## config.mk

```make
export PLATFORM = sky130hd
export DESIGN_NAME = monthly_temperature_statistics_unit
export DESIGN_NICKNAME = d
export VERILOG_FILES = /design/src/rtl/mts_pkg.sv /design/src/rtl/monthly_temperature_statistics_unit.sv
export VERILOG_INCLUDE_DIRS = /design/src /design/src/rtl
export SDC_FILE = /design/constraint.sdc
export NUM_CORES = 2
export LEC_CHECK = 0
export BUFFER_PORTS_ARGS = -buffer_cell sky130_fd_sc_hd__buf_2
export CAP_MARGIN = 30
export CORE_ASPECT_RATIO = 1.75
export CORE_UTILIZATION = 50
export CTS_BUF_LIST = sky130_fd_sc_hd__clkbuf_4 sky130_fd_sc_hd__clkbuf_8
export DETAILED_ROUTE_END_ITERATION = 7
export HOLD_SLACK_MARGIN = 0.06
export PLACE_DENSITY = 0.74
export SLEW_MARGIN = 25
export SYNTH_ARGS = -nofsm -noshare
export SYNTH_HDL_FRONTEND = slang
export SYNTH_SLANG_ARGS = --single-unit
export TNS_END_PERCENT = 50
```

## constraint.sdc

```tcl
create_clock -name clk -period 14.4 [get_ports clk]
set_input_delay 2.88 -clock clk [delete_from_list [all_inputs] [get_ports clk]]
set_output_delay 2.88 -clock clk [all_outputs]
set_load 0.01 [all_outputs]
```

## src/rtl/monthly_temperature_statistics_unit_defines.svh

```systemverilog
// ----------------------------------------------------------------------------
// Monthly temperature statistics unit: assertion macros
// Shorthand for the clocked implication checks used in the RTL.
// ----------------------------------------------------------------------------
`ifndef MONTHLY_TEMPERATURE_STATISTICS_UNIT_DEFINES_SVH
`define MONTHLY_TEMPERATURE_STATISTICS_UNIT_DEFINES_SVH

// Same-cycle implication, checked outside reset.
`define MTS_ASSERT_IMP(lbl, clk, rst_n, ante, cons, msg) \
  lbl: assert property (@(posedge clk) disable iff (!rst_n) (ante) |-> (cons)) \
    else $error(msg);

// Next-cycle implication, checked outside reset.
`define MTS_ASSERT_NXT(lbl, clk, rst_n, ante, cons, msg) \
  lbl: assert property (@(posedge clk) disable iff (!rst_n) (ante) |=> (cons)) \
    else $error(msg);

`endif

```

## src/rtl/mts_pkg.sv

```systemverilog
// ----------------------------------------------------------------------------
// mts_pkg
// Constants, codes and types of the monthly temperature statistics unit.
// ----------------------------------------------------------------------------
package mts_pkg;

  // Default width of a month's sample counter
  localparam int COUNT_BITS_DEF = 24;
  // Year aggregate counter width (fixed by the result field)
  localparam int YEAR_COUNT_BITS = 28;
  localparam int TEMP_BITS       = 8;
  localparam int YEAR_BITS       = 12;
  localparam int ERR_BITS        = 7;
  localparam int NUM_MONTHS      = 12;
  localparam int MONTH_IDX_BITS  = 4;

  // Quotient bits of the average; |average| never exceeds 128
  localparam int QUO_BITS  = 8;
  localparam int STEP_BITS = $clog2(QUO_BITS);

  // Field limits
  localparam logic [3:0] MONTH_MAX  = 4'd12;
  localparam logic [5:0] DAY_MAX    = 6'd31;
  localparam logic [4:0] HOUR_MAX   = 5'd23;
  localparam logic [5:0] MINUTE_MAX = 6'd59;

  // Configuration reset values
  localparam logic [YEAR_BITS-1:0]        YEAR_LOW_RST  = 12'd2000;
  localparam logic [YEAR_BITS-1:0]        YEAR_HIGH_RST = 12'd2100;
  localparam logic signed [TEMP_BITS-1:0] TEMP_LOW_RST  = -8'sd99;
  localparam logic signed [TEMP_BITS-1:0] TEMP_HIGH_RST = 8'sd99;

  // Operation codes
  localparam logic OP_RECORD = 1'b0;
  localparam logic OP_REPORT = 1'b1;

  // Error mask bit positions
  localparam int ERR_YEAR   = 0;
  localparam int ERR_MONTH  = 1;
  localparam int ERR_DAY    = 2;
  localparam int ERR_HOUR   = 3;
  localparam int ERR_MINUTE = 4;
  localparam int ERR_TEMP   = 5;
  localparam int ERR_FULL   = 6;

  // Configuration register indexes
  typedef enum logic [1:0] {
    CFG_YEAR_LOW  = 2'd0,
    CFG_YEAR_HIGH = 2'd1,
    CFG_TEMP_LOW  = 2'd2,
    CFG_TEMP_HIGH = 2'd3
  } cfg_reg_t;

  // Sequencer states
  typedef enum logic [3:0] {
    S_IDLE = 4'b0001,
    S_EXEC = 4'b0010,
    S_DIV  = 4'b0100,
    S_DONE = 4'b1000
  } state_t;

endpackage

```

## src/rtl/monthly_temperature_statistics_unit.sv

```systemverilog
// ----------------------------------------------------------------------------
// monthly_temperature_statistics_unit
// Binned min / max / mean accumulator over twelve months and a year total.
// ----------------------------------------------------------------------------
// Usage:
//   Input items arrive on in_* (tuser = op: 0 record a sample, 1 report).
//   A record is range-checked and, when clean, added to its month bin and to
//   the year aggregate; its result carries only the error mask. A report for
//   month 1-12, or 0 for the whole year, returns has_data (out_tuser), the
//   average truncated toward zero, maximum, minimum and sample count.
//   Every item yields exactly one result item on out_*.
//   Throughput: one item at a time; in_tready stays low from acceptance
//   until the result moves into the output register. A record passes EXEC
//   and DONE; a report on a non-empty bin also passes DIV in between, the
//   eight-step restoring divider that forms the average.
//   A finished result waits in the output register while the next item is
//   accepted; if the receiver stalls, the block holds its next result until
//   the output register empties.
//   Reset (rst_n low, synchronous) clears sums, counts, the sequencer and the
//   output valid, and loads the default limits. Limit writes on cfg_* take
//   effect at once; the user makes them while the block is idle (unchecked).
// ----------------------------------------------------------------------------
`include "monthly_temperature_statistics_unit_defines.svh"

module monthly_temperature_statistics_unit #(
  parameter int COUNT_BITS = mts_pkg::COUNT_BITS_DEF
) (
  input  logic        clk,
  input  logic        rst_n,

  input  logic        in_tvalid,
  output logic        in_tready,
  // year[11:0], month[15:12], day[21:16], hour[26:22], minute[32:27],
  // temperature[40:33], zero fill[47:41]
  input  logic [47:0] in_tdata,
  // op[0]
  input  logic        in_tuser,

  output logic        out_tvalid,
  input  logic        out_tready,
  // error_mask[6:0], average[14:7], maximum[22:15], minimum[30:23],
  // sample_count[58:31], zero fill[63:59]
  output logic [63:0] out_tdata,
  // has_data[0]
  output logic        out_tuser,

  input  logic        cfg_we,
  input  logic [1:0]  cfg_index,
  input  logic [11:0] cfg_wdata
);

  localparam int YCB = mts_pkg::YEAR_COUNT_BITS;
  localparam int TB  = mts_pkg::TEMP_BITS;
  localparam int QB  = mts_pkg::QUO_BITS;
  localparam int NM  = mts_pkg::NUM_MONTHS;
  localparam int MIB = mts_pkg::MONTH_IDX_BITS;
  // Month sum width: count times the largest magnitude of a temperature
  localparam int MSB_W = COUNT_BITS + TB;
  localparam int YSB_W = YCB + TB;
  // Shared divider width covers both the month and the year bins
  localparam int CW    = (COUNT_BITS > YCB) ? COUNT_BITS : YCB;
  localparam int SW    = CW + TB;
  localparam logic [mts_pkg::STEP_BITS-1:0] LAST_STEP = mts_pkg::STEP_BITS'(QB - 1);

  // Sequencer
  mts_pkg::state_t state_r, state_nxt;

  // Latched item
  logic                  op_r;
  logic [11:0]           year_r;
  logic [3:0]            month_r;
  logic [5:0]            day_r;
  logic [4:0]            hour_r;
  logic [5:0]            minute_r;
  logic signed [TB-1:0]  temp_r;

  // Limits
  logic [11:0]          year_low_r, year_high_r;
  logic signed [TB-1:0] temp_low_r, temp_high_r;

  // Bins
  logic signed [MSB_W-1:0]    month_sum_r   [NM];
  logic [COUNT_BITS-1:0]      month_count_r [NM];
  logic signed [TB-1:0]       month_max_r   [NM];
  logic signed [TB-1:0]       month_min_r   [NM];
  logic signed [YSB_W-1:0]    year_sum_r;
  logic [YCB-1:0]             year_count_r;
  logic signed [TB-1:0]       year_max_r, year_min_r;

  // Divider and staged result
  logic [SW-1:0]                     rem_r, dvs_r;
  logic [QB-1:0]                     quo_r;
  logic [mts_pkg::STEP_BITS-1:0]     step_r;
  logic                              neg_r;
  logic [mts_pkg::ERR_BITS-1:0]      res_err_r;
  logic                              res_has_r;
  logic signed [TB-1:0]              sel_max_r, sel_min_r;
  logic [CW-1:0]                     sel_cnt_r;

  // Output register
  logic                              out_valid_r;
  logic [mts_pkg::ERR_BITS-1:0]      out_err_r;
  logic                              out_has_r;
  logic signed [TB-1:0]              out_avg_r, out_max_r, out_min_r;
  logic [YCB-1:0]                    out_cnt_r;

  // Decode of the latched item
  logic                         month_bad;
  logic [MIB-1:0]               idx;
  logic [mts_pkg::ERR_BITS-1:0] range_err;
  logic                         bin_full;
  logic                         rec_ok;
  logic                         rpt_bad;
  logic [mts_pkg::ERR_BITS-1:0] rec_err;
  logic [mts_pkg::ERR_BITS-1:0] rpt_err;
  logic [CW-1:0]                sel_cnt;
  logic signed [SW-1:0]         sel_sum;
  logic [SW-1:0]                sel_mag;
  logic [SW:0]                  diff;
  logic                         out_free;
  logic signed [TB-1:0]         avg_val;

  assign in_tready = (state_r == mts_pkg::S_IDLE);
  assign out_free  = !out_valid_r || out_tready;

  always_comb begin
    month_bad = (month_r == 4'd0) || (month_r > mts_pkg::MONTH_MAX);
    idx       = month_bad ? '0 : (month_r - 4'd1);

    range_err = '0;
    range_err[mts_pkg::ERR_YEAR]   = (year_r < year_low_r) || (year_r > year_high_r);
    range_err[mts_pkg::ERR_MONTH]  = month_bad;
    range_err[mts_pkg::ERR_DAY]    = (day_r == 6'd0) || (day_r > mts_pkg::DAY_MAX);
    range_err[mts_pkg::ERR_HOUR]   = hour_r > mts_pkg::HOUR_MAX;
    range_err[mts_pkg::ERR_MINUTE] = minute_r > mts_pkg::MINUTE_MAX;
    range_err[mts_pkg::ERR_TEMP]   = (temp_r < temp_low_r) || (temp_r > temp_high_r);

    // Drop the sample when either counter would wrap
    bin_full = (month_count_r[idx] == '1) || (year_count_r == '1);
    rec_ok   = (range_err == '0) && !bin_full;
    rpt_bad  = month_r > mts_pkg::MONTH_MAX;

    rec_err = range_err;
    rec_err[mts_pkg::ERR_FULL] = (range_err == '0) && bin_full;
    rpt_err = '0;
    rpt_err[mts_pkg::ERR_MONTH] = rpt_bad;

    if (month_r == 4'd0) begin
      sel_cnt = CW'(year_count_r);
      sel_sum = SW'(year_sum_r);
    end else begin
      sel_cnt = CW'(month_count_r[idx]);
      sel_sum = SW'(month_sum_r[idx]);
    end
    sel_mag = sel_sum[SW-1] ? SW'(-sel_sum) : SW'(sel_sum);

    // Shared subtractor: one quotient bit per cycle
    diff    = {1'b0, rem_r} - {1'b0, dvs_r};
    avg_val = neg_r ? TB'(~quo_r + QB'(1)) : TB'(quo_r);
  end

  always_comb begin
    state_nxt = state_r;
    case (state_r)
      mts_pkg::S_IDLE: begin
        if (in_tvalid) state_nxt = mts_pkg::S_EXEC;
      end
      mts_pkg::S_EXEC: begin
        if (op_r == mts_pkg::OP_REPORT && !rpt_bad && sel_cnt != '0) begin
          state_nxt = mts_pkg::S_DIV;
        end else begin
          state_nxt = mts_pkg::S_DONE;
        end
      end
      mts_pkg::S_DIV: begin
        if (step_r == LAST_STEP) state_nxt = mts_pkg::S_DONE;
      end
      mts_pkg::S_DONE: begin
        if (out_free) state_nxt = mts_pkg::S_IDLE;
      end
      default: state_nxt = mts_pkg::S_IDLE;
    endcase
  end

  // Control and configuration
  always_ff @(posedge clk) begin
    if (!rst_n) begin
      state_r     <= mts_pkg::S_IDLE;
      out_valid_r <= 1'b0;
      year_low_r  <= mts_pkg::YEAR_LOW_RST;
      year_high_r <= mts_pkg::YEAR_HIGH_RST;
      temp_low_r  <= mts_pkg::TEMP_LOW_RST;
      temp_high_r <= mts_pkg::TEMP_HIGH_RST;
    end else begin
      state_r <= state_nxt;
      if (state_r == mts_pkg::S_DONE && out_free) begin
        out_valid_r <= 1'b1;
      end else if (out_tready) begin
        out_valid_r <= 1'b0;
      end
      if (cfg_we) begin
        case (mts_pkg::cfg_reg_t'(cfg_index))
          mts_pkg::CFG_YEAR_LOW:  year_low_r  <= cfg_wdata;
          mts_pkg::CFG_YEAR_HIGH: year_high_r <= cfg_wdata;
          mts_pkg::CFG_TEMP_LOW:  temp_low_r  <= cfg_wdata[TB-1:0];
          mts_pkg::CFG_TEMP_HIGH: temp_high_r <= cfg_wdata[TB-1:0];
          default: ;
        endcase
      end
    end
  end

  // Sums and counts: cleared at reset
  always_ff @(posedge clk) begin
    if (!rst_n) begin
      for (int i = 0; i < NM; i++) begin
        month_sum_r[i]   <= '0;
        month_count_r[i] <= '0;
      end
      year_sum_r   <= '0;
      year_count_r <= '0;
    end else if (state_r == mts_pkg::S_EXEC && op_r == mts_pkg::OP_RECORD && rec_ok) begin
      month_sum_r[idx]   <= month_sum_r[idx] + MSB_W'(temp_r);
      month_count_r[idx] <= month_count_r[idx] + COUNT_BITS'(1);
      year_sum_r         <= year_sum_r + YSB_W'(temp_r);
      year_count_r       <= year_count_r + YCB'(1);
    end
  end

  // Extremes: loaded from a bin's first sample, no reset
  always_ff @(posedge clk) begin
    if (state_r == mts_pkg::S_EXEC && op_r == mts_pkg::OP_RECORD && rec_ok) begin
      if (month_count_r[idx] == '0 || temp_r > month_max_r[idx]) month_max_r[idx] <= temp_r;
      if (month_count_r[idx] == '0 || temp_r < month_min_r[idx]) month_min_r[idx] <= temp_r;
      if (year_count_r == '0 || temp_r > year_max_r) year_max_r <= temp_r;
      if (year_count_r == '0 || temp_r < year_min_r) year_min_r <= temp_r;
    end
  end

  // Item capture, divider and result staging
  always_ff @(posedge clk) begin
    if (in_tvalid && in_tready) begin
      op_r     <= in_tuser;
      year_r   <= in_tdata[11:0];
      month_r  <= in_tdata[15:12];
      day_r    <= in_tdata[21:16];
      hour_r   <= in_tdata[26:22];
      minute_r <= in_tdata[32:27];
      temp_r   <= in_tdata[40:33];
    end

    case (state_r)
      mts_pkg::S_EXEC: begin
        step_r <= '0;
        quo_r  <= '0;
        if (op_r == mts_pkg::OP_RECORD) begin
          res_err_r <= rec_err;
          res_has_r <= 1'b0;
        end else begin
          res_err_r <= rpt_err;
          res_has_r <= !rpt_bad && (sel_cnt != '0);
        end
        // Load the divider: |sum| against count scaled to the top quotient bit
        rem_r     <= sel_mag;
        dvs_r     <= SW'({sel_cnt, {(QB-1){1'b0}}});
        neg_r     <= sel_sum[SW-1];
        sel_cnt_r <= sel_cnt;
        if (month_r == 4'd0) begin
          sel_max_r <= year_max_r;
          sel_min_r <= year_min_r;
        end else begin
          sel_max_r <= month_max_r[idx];
          sel_min_r <= month_min_r[idx];
        end
      end
      mts_pkg::S_DIV: begin
        if (!diff[SW]) begin
          rem_r <= diff[SW-1:0];
          quo_r <= {quo_r[QB-2:0], 1'b1};
        end else begin
          quo_r <= {quo_r[QB-2:0], 1'b0};
        end
        dvs_r  <= dvs_r >> 1;
        step_r <= step_r + mts_pkg::STEP_BITS'(1);
      end
      mts_pkg::S_DONE: begin
        // Hold the result until the output register frees up
        if (out_free) begin
          out_err_r <= res_err_r;
          out_has_r <= res_has_r;
          out_avg_r <= res_has_r ? avg_val : '0;
          out_max_r <= res_has_r ? sel_max_r : '0;
          out_min_r <= res_has_r ? sel_min_r : '0;
          out_cnt_r <= res_has_r ? sel_cnt_r[YCB-1:0] : '0;
        end
      end
      default: ;
    endcase
  end

  assign out_tvalid = out_valid_r;
  assign out_tuser  = out_has_r;
  assign out_tdata  = {5'b0, out_cnt_r, out_min_r, out_max_r, out_avg_r, out_err_r};

  // Checks
  `MTS_ASSERT_NXT(a_accept_exec, clk, rst_n, in_tvalid && in_tready,
    state_r == mts_pkg::S_EXEC, "accepted item did not enter execution")
  `MTS_ASSERT_NXT(a_div_ends, clk, rst_n, state_r == mts_pkg::S_DIV && step_r == LAST_STEP,
    state_r == mts_pkg::S_DONE, "divider overran its step count")
  `MTS_ASSERT_NXT(a_no_overwrite, clk, rst_n,
    state_r == mts_pkg::S_DONE && out_valid_r && !out_tready,
    state_r == mts_pkg::S_DONE, "result dropped while output stalled")
  `MTS_ASSERT_IMP(a_err_no_data, clk, rst_n, out_valid_r && out_err_r != '0,
    !out_has_r, "error result flagged as holding data")
  `MTS_ASSERT_IMP(a_avg_in_range, clk, rst_n, out_valid_r && out_has_r,
    out_min_r <= out_avg_r && out_avg_r <= out_max_r, "average outside min and max")

endmodule
```

# After elaboration in Yosys (flattened, before gate mapping)
# Memory sizes are Yosys's and may differ from the RTL's.
# Cells that the tools add are included.
[totals]
ff_bits = 363
latchBits = 0
ramBits = 864
rom_bits = 0
inputBits = 68
output_inout_bits = 67
word_cells = 154
memories = 4
[classes]
add_sub_neg = 9
mul = 0
div = 0
n_lt_le_gt_ge = 12
n_eq_ne = 14
shifts = 0
muxes = 37
n_bitwise = 2
n_reduce_logical = 42
[mem_list]
columns = ["name", "words", "word_bits", "rd", "rd_clocked_by_memory_dff", "write_ports", "line_no", "text"]
rows = [
  ["month_sum_r", 12, 32, 1, 0, 12, "monthly_temperature_statistics_unit.sv:82", "logic signed [MSB_W-1:0] month_sum_r [NM];"],
  ["month_count_r", 12, 24, 1, 0, 12, "monthly_temperature_statistics_unit.sv:83", "logic [COUNT_BITS-1:0] month_count_r [NM];"],
  ["month_max_r", 12, 8, 1, 0, 1, "monthly_temperature_statistics_unit.sv:84", "logic signed [TB-1:0] month_max_r [NM];"],
  ["month_min_r", 12, 8, 1, 0, 1, "monthly_temperature_statistics_unit.sv:85", "logic signed [TB-1:0] month_min_r [NM];"],
]
[ops]
columns = ["cell", "count"]
rows = [
  ["36-bit case mux with 2 select lines", 2],
  ["36-bit 2-to-1 mux", 3],
  ["36-bit by 36-bit subtractor with 37-bit output", 1],
  ["36-bit by 8-bit adder with 36-bit output", 1],
  ["36-bit negator", 1],
  ["32-bit by 8-bit adder with 32-bit output", 1],
  ["32-bit 2-to-1 mux", 1],
  ["32-bit OR reduction", 1],
  ["28-bit by 1-bit adder with 28-bit output, second input constant", 1],
  ["28-bit == test, second input constant", 1],
  ["28-bit logical NOT", 1],
  ["28-bit 2-to-1 mux", 1],
  ["4-bit 2-to-1 mux", 7],
  ["28-bit nonzero test", 1],
  ["24-bit by 1-bit adder with 24-bit output, second input constant", 1],
  ["24-bit == test, second input constant", 1],
  ["8-bit greater-than comparator", 3],
  ["24-bit logical NOT", 1],
  ["8-bit < comparator", 3],
  ["24-bit 2-to-1 mux", 1],
  ["8-bit 2-to-1 mux", 3],
  ["24-bit OR reduction", 1],
  ["4-bit case mux with 4 select lines", 1],
  ["8-bit case mux with 2 select lines", 1],
  ["other kinds (31)", 77],
]

# Longest topological paths before layout
# An unclocked memory read counts as a cell.
[depth]
depth_word = 14
ltp_mapped = 33

# Worst setup path before layout
# OpenSTA, ideal clock, no wires.
[synth_timing]
path_kind = "register to register"
from = "register state_r[3]"
to = "memory month_count_r[12][0] (netlist bit), enable pin"
arrival_time_ps = 11545
t_required_ps = 13930
setup_slack_ps = 2385
stages_incl_launch_ff = 8
n_path_buf = 2
period_less_slack_ps = 12015
path_cell_list = "dfxtp_1 > nor4b_1 > nand4_1 > nor2_2 > buf_2 > buf_1 > nand3_1 > nor2_1"
[synth_lines]
columns = ["item", "line_no", "text"]
rows = [
  ["start: declaration", "monthly_temperature_statistics_unit.sv:66", "mts_pkg::state_t state_r, state_nxt;"],
  ["start signal: assignment", "monthly_temperature_statistics_unit.sv:188", "state_r <= mts_pkg::S_IDLE;"],
  ["start signal: assignment", "monthly_temperature_statistics_unit.sv:195", "state_r <= state_nxt;"],
  ["end: declaration", "monthly_temperature_statistics_unit.sv:83", ""],
]

==> results.md <==
* Status: finished, violations left
* Failing checks: design-rule violations
* Die area at 138700 um2
* Routed WL at 216500 um
* Gr ovfl total at 0
* Clock root buffer: clkbuf_8
* Per-cell routed wire length at 27.37 um
* Max Cap Viol at 0
* Number of top-level pins at 135
* FMAX at 0.1047 GHz
* Clk sinks at 1445
* Placed Area at 70930 um2
* Die height at 491.9 um
* RSZ-0062 raised after global routing: false
* Final Worst Setup Slack at 4853 ps
* Min cycle time layout at 9547 ps
* Layout cells sized above 1 at 0.1208
* P_leak at 27.50 nW
* Synthesis Warnings at 0
* Area growth, synth to finish at 9.346%
* Vias in the first global route at 50802
* CTS Hold Bufs at 0
* Resize count post-CTS at 0
* Total power at 11.36 mW
* CTS max path bufs at 3
* Num rows at 179
* Post-synth top flop: edfxtp_1
* Initial Util at 0.5043
* Placed insts at 7554
* H-tree depth at 4
* Slew margin rel. at 0.2488
* Critical path class: flop to flop
* Dpl ws at 5365 ps
* Peak VDD IR at 97.27 uV
* Vias per inst at 6.545
* DP HPWL at 132000 um
* Worst Setup End Kind: flop
* FF-to-FF setup slack at 4850 ps
* Die X at 281.9 um
* Setup Total Neg Slack at 0 ps
* First DRT Iteration DRCs at 6245
* Final Core Density at 0.5514
* Hold Vio Cnt, Final at 0
* IO buf count at 117
* CTS tree: built
* Number of library cell types mapped by synthesis at 94
* CP max FO at 55
* Cell area after synthesis at 68560 um2
* Final instance area at 74970 um2
* Pwr dens at 151.6 nW/um2
* Total GRT Usage at 0.3091
* First-pass GRT wire length at 314800 um
* Clock Latency Late Sink at 940 ps
* DRT Pass-1 Iters at 8
* Final ANT Viol Nets at 0
* EDFF count, synth at 1336
* Mean area per synthesized cell at 11.54 um2
* Most frequent cells in the layout: edfxtp_1 (1336), nor2_1 (914), a21oi_1 (335)
* Slew Viols, Final at 0
* Most common cell after layout, fill and taps aside: edfxtp_1
* Setup repair bufs after CTS at 0
* Clock Pin Slew Worst Setup and Hold Paths at 70 ps
* Final GP Congestion at 0.9770
* Critical Path AT at 10080 ps
* Setup Skew at 43.09 ps
* WP data required at 14940 ps
* Min Hold Slack at 417.9 ps
* Cts bufs inserted at 192
* Nets at 6198
* Vias at 51758
* Initial antenna violation count at 4
* Yosys reg bits at 1445
* Hold Path Class: flop to flop
* Finished Layout Cells at 7908
* Mapped Cells at 5940
* Least-Margin Pin Slew at 1127 ps
* Critical path startpoint category: flop
* Finish-stage setup viols at 0
* Core area at 135900 um2
* Largest net degree at the start of global routing at 164
* DRC at 1
* Post-synth ARST share at 0
* Crit share post-route at 0.6630
* Sequential share of the synthesized area at 0.6170
==> where the power goes <==
group          internal, mW  leakage (nW)  switching (mW)
registers              4.91          13.8          0.0466
clock network          1.59          2.02            1.55
logic                 0.892          11.6            2.38
==> worst max-delay path, cell delays in order (launching register included) <==
cell      delay [ps]
edfxtp_1         390
clkinv_1          60
buf_4            350
ha_4             290
nor3b_4          230
buf_4            570
buf_4            790
nor3_4            80
buf_4            370
a222oi_1         450
o21ai_0          150
a21oi_1          240
nand2_1          410
ha_1             420
a21boi_0         270
nand4_1          310
nand3b_1         180
o31ai_4           70
buf_4            250
nor2_2           110
buf_4            390
nand4_1          710
buf_4            540
nand2_4          630
buf_4            640
==> worst paths after layout <==
path	start	endpoint	depth (start not counted)
worst max-delay path	month_r[0]	month_sum_r[2][6]	24
worst min-delay path	res_err_r[1]	out_err_r[1]	0
worst max register to register	month_r[0]	month_sum_r[2][6]	24
worst min register to register	res_err_r[1]	out_err_r[1]	0
==> kinds of logic (layout without fill, tap and decap cells) <==
logic type               Yosys count  in the layout  synth area share
other                              1              8        0.00005470
buffers and inverters            686            837           0.04177
XOR/XNOR                         136            136           0.01737
AO/OA/AOI/OAI                   1225           1225            0.1212
AND/OR/NAND/NOR                 2136           2136            0.1491
flip-flops                      1445           1445            0.6170
multiplexers                     130            130           0.02008
adder cells (fa/ha/maj)          181            181           0.03336
==> flip-flops by register name, indices dropped and copies added (netlist names), 12 cells and up <==
register       count
month_sum_r      512
month_count_r    384
month_max_r       96
month_min_r       96
rem_r             36
year_sum_r        36
dvs_r             35
out_cnt_r         28
sel_cnt_r         28
year_count_r      28
year_high_r       12
year_low_r        12
year_r            12
==> Yosys cell counts (all sizes together), types with 78 or more instances <==
master  count  share of area
a21oi     335          0.024
and2       78         0.0071
buf       221          0.016
clkbuf    248          0.014
dfxtp     109          0.032
edfxtp   1336           0.59
ha        178          0.032
inv       214          0.012
mux2i      79          0.012
nand2     336          0.018
nand3     107         0.0079
nand4     326          0.030
nor2      925          0.051
o21ai     178          0.013
o31ai      92          0.010
xnor2      81          0.010
==> metal layers <==
metal | vias to the layer above | GRT usage | wire length (um)
met2 | 3552 | 0.5104 | 103700
met5 | - | 0 | 21
li1 | 22298 | - | -
met3 | 1021 | 0.07323 | 23790
met4 | 4 | 0.2568 | 20430
met1 | 24883 | 0.3341 | 68580
==> final cells by class <==
type,count,area [um2]
clock inverter,76,560.5
sequential,1445,42300
multi-input combinational,3813,23880
tap,1810,2265
timing repair buffer,280,1891
inverter,217,814.5
clock buffer,264,3252
antenna,3,7.507
fill,11170,60980
No activity file was read; power rests on OpenSTA's default activity.
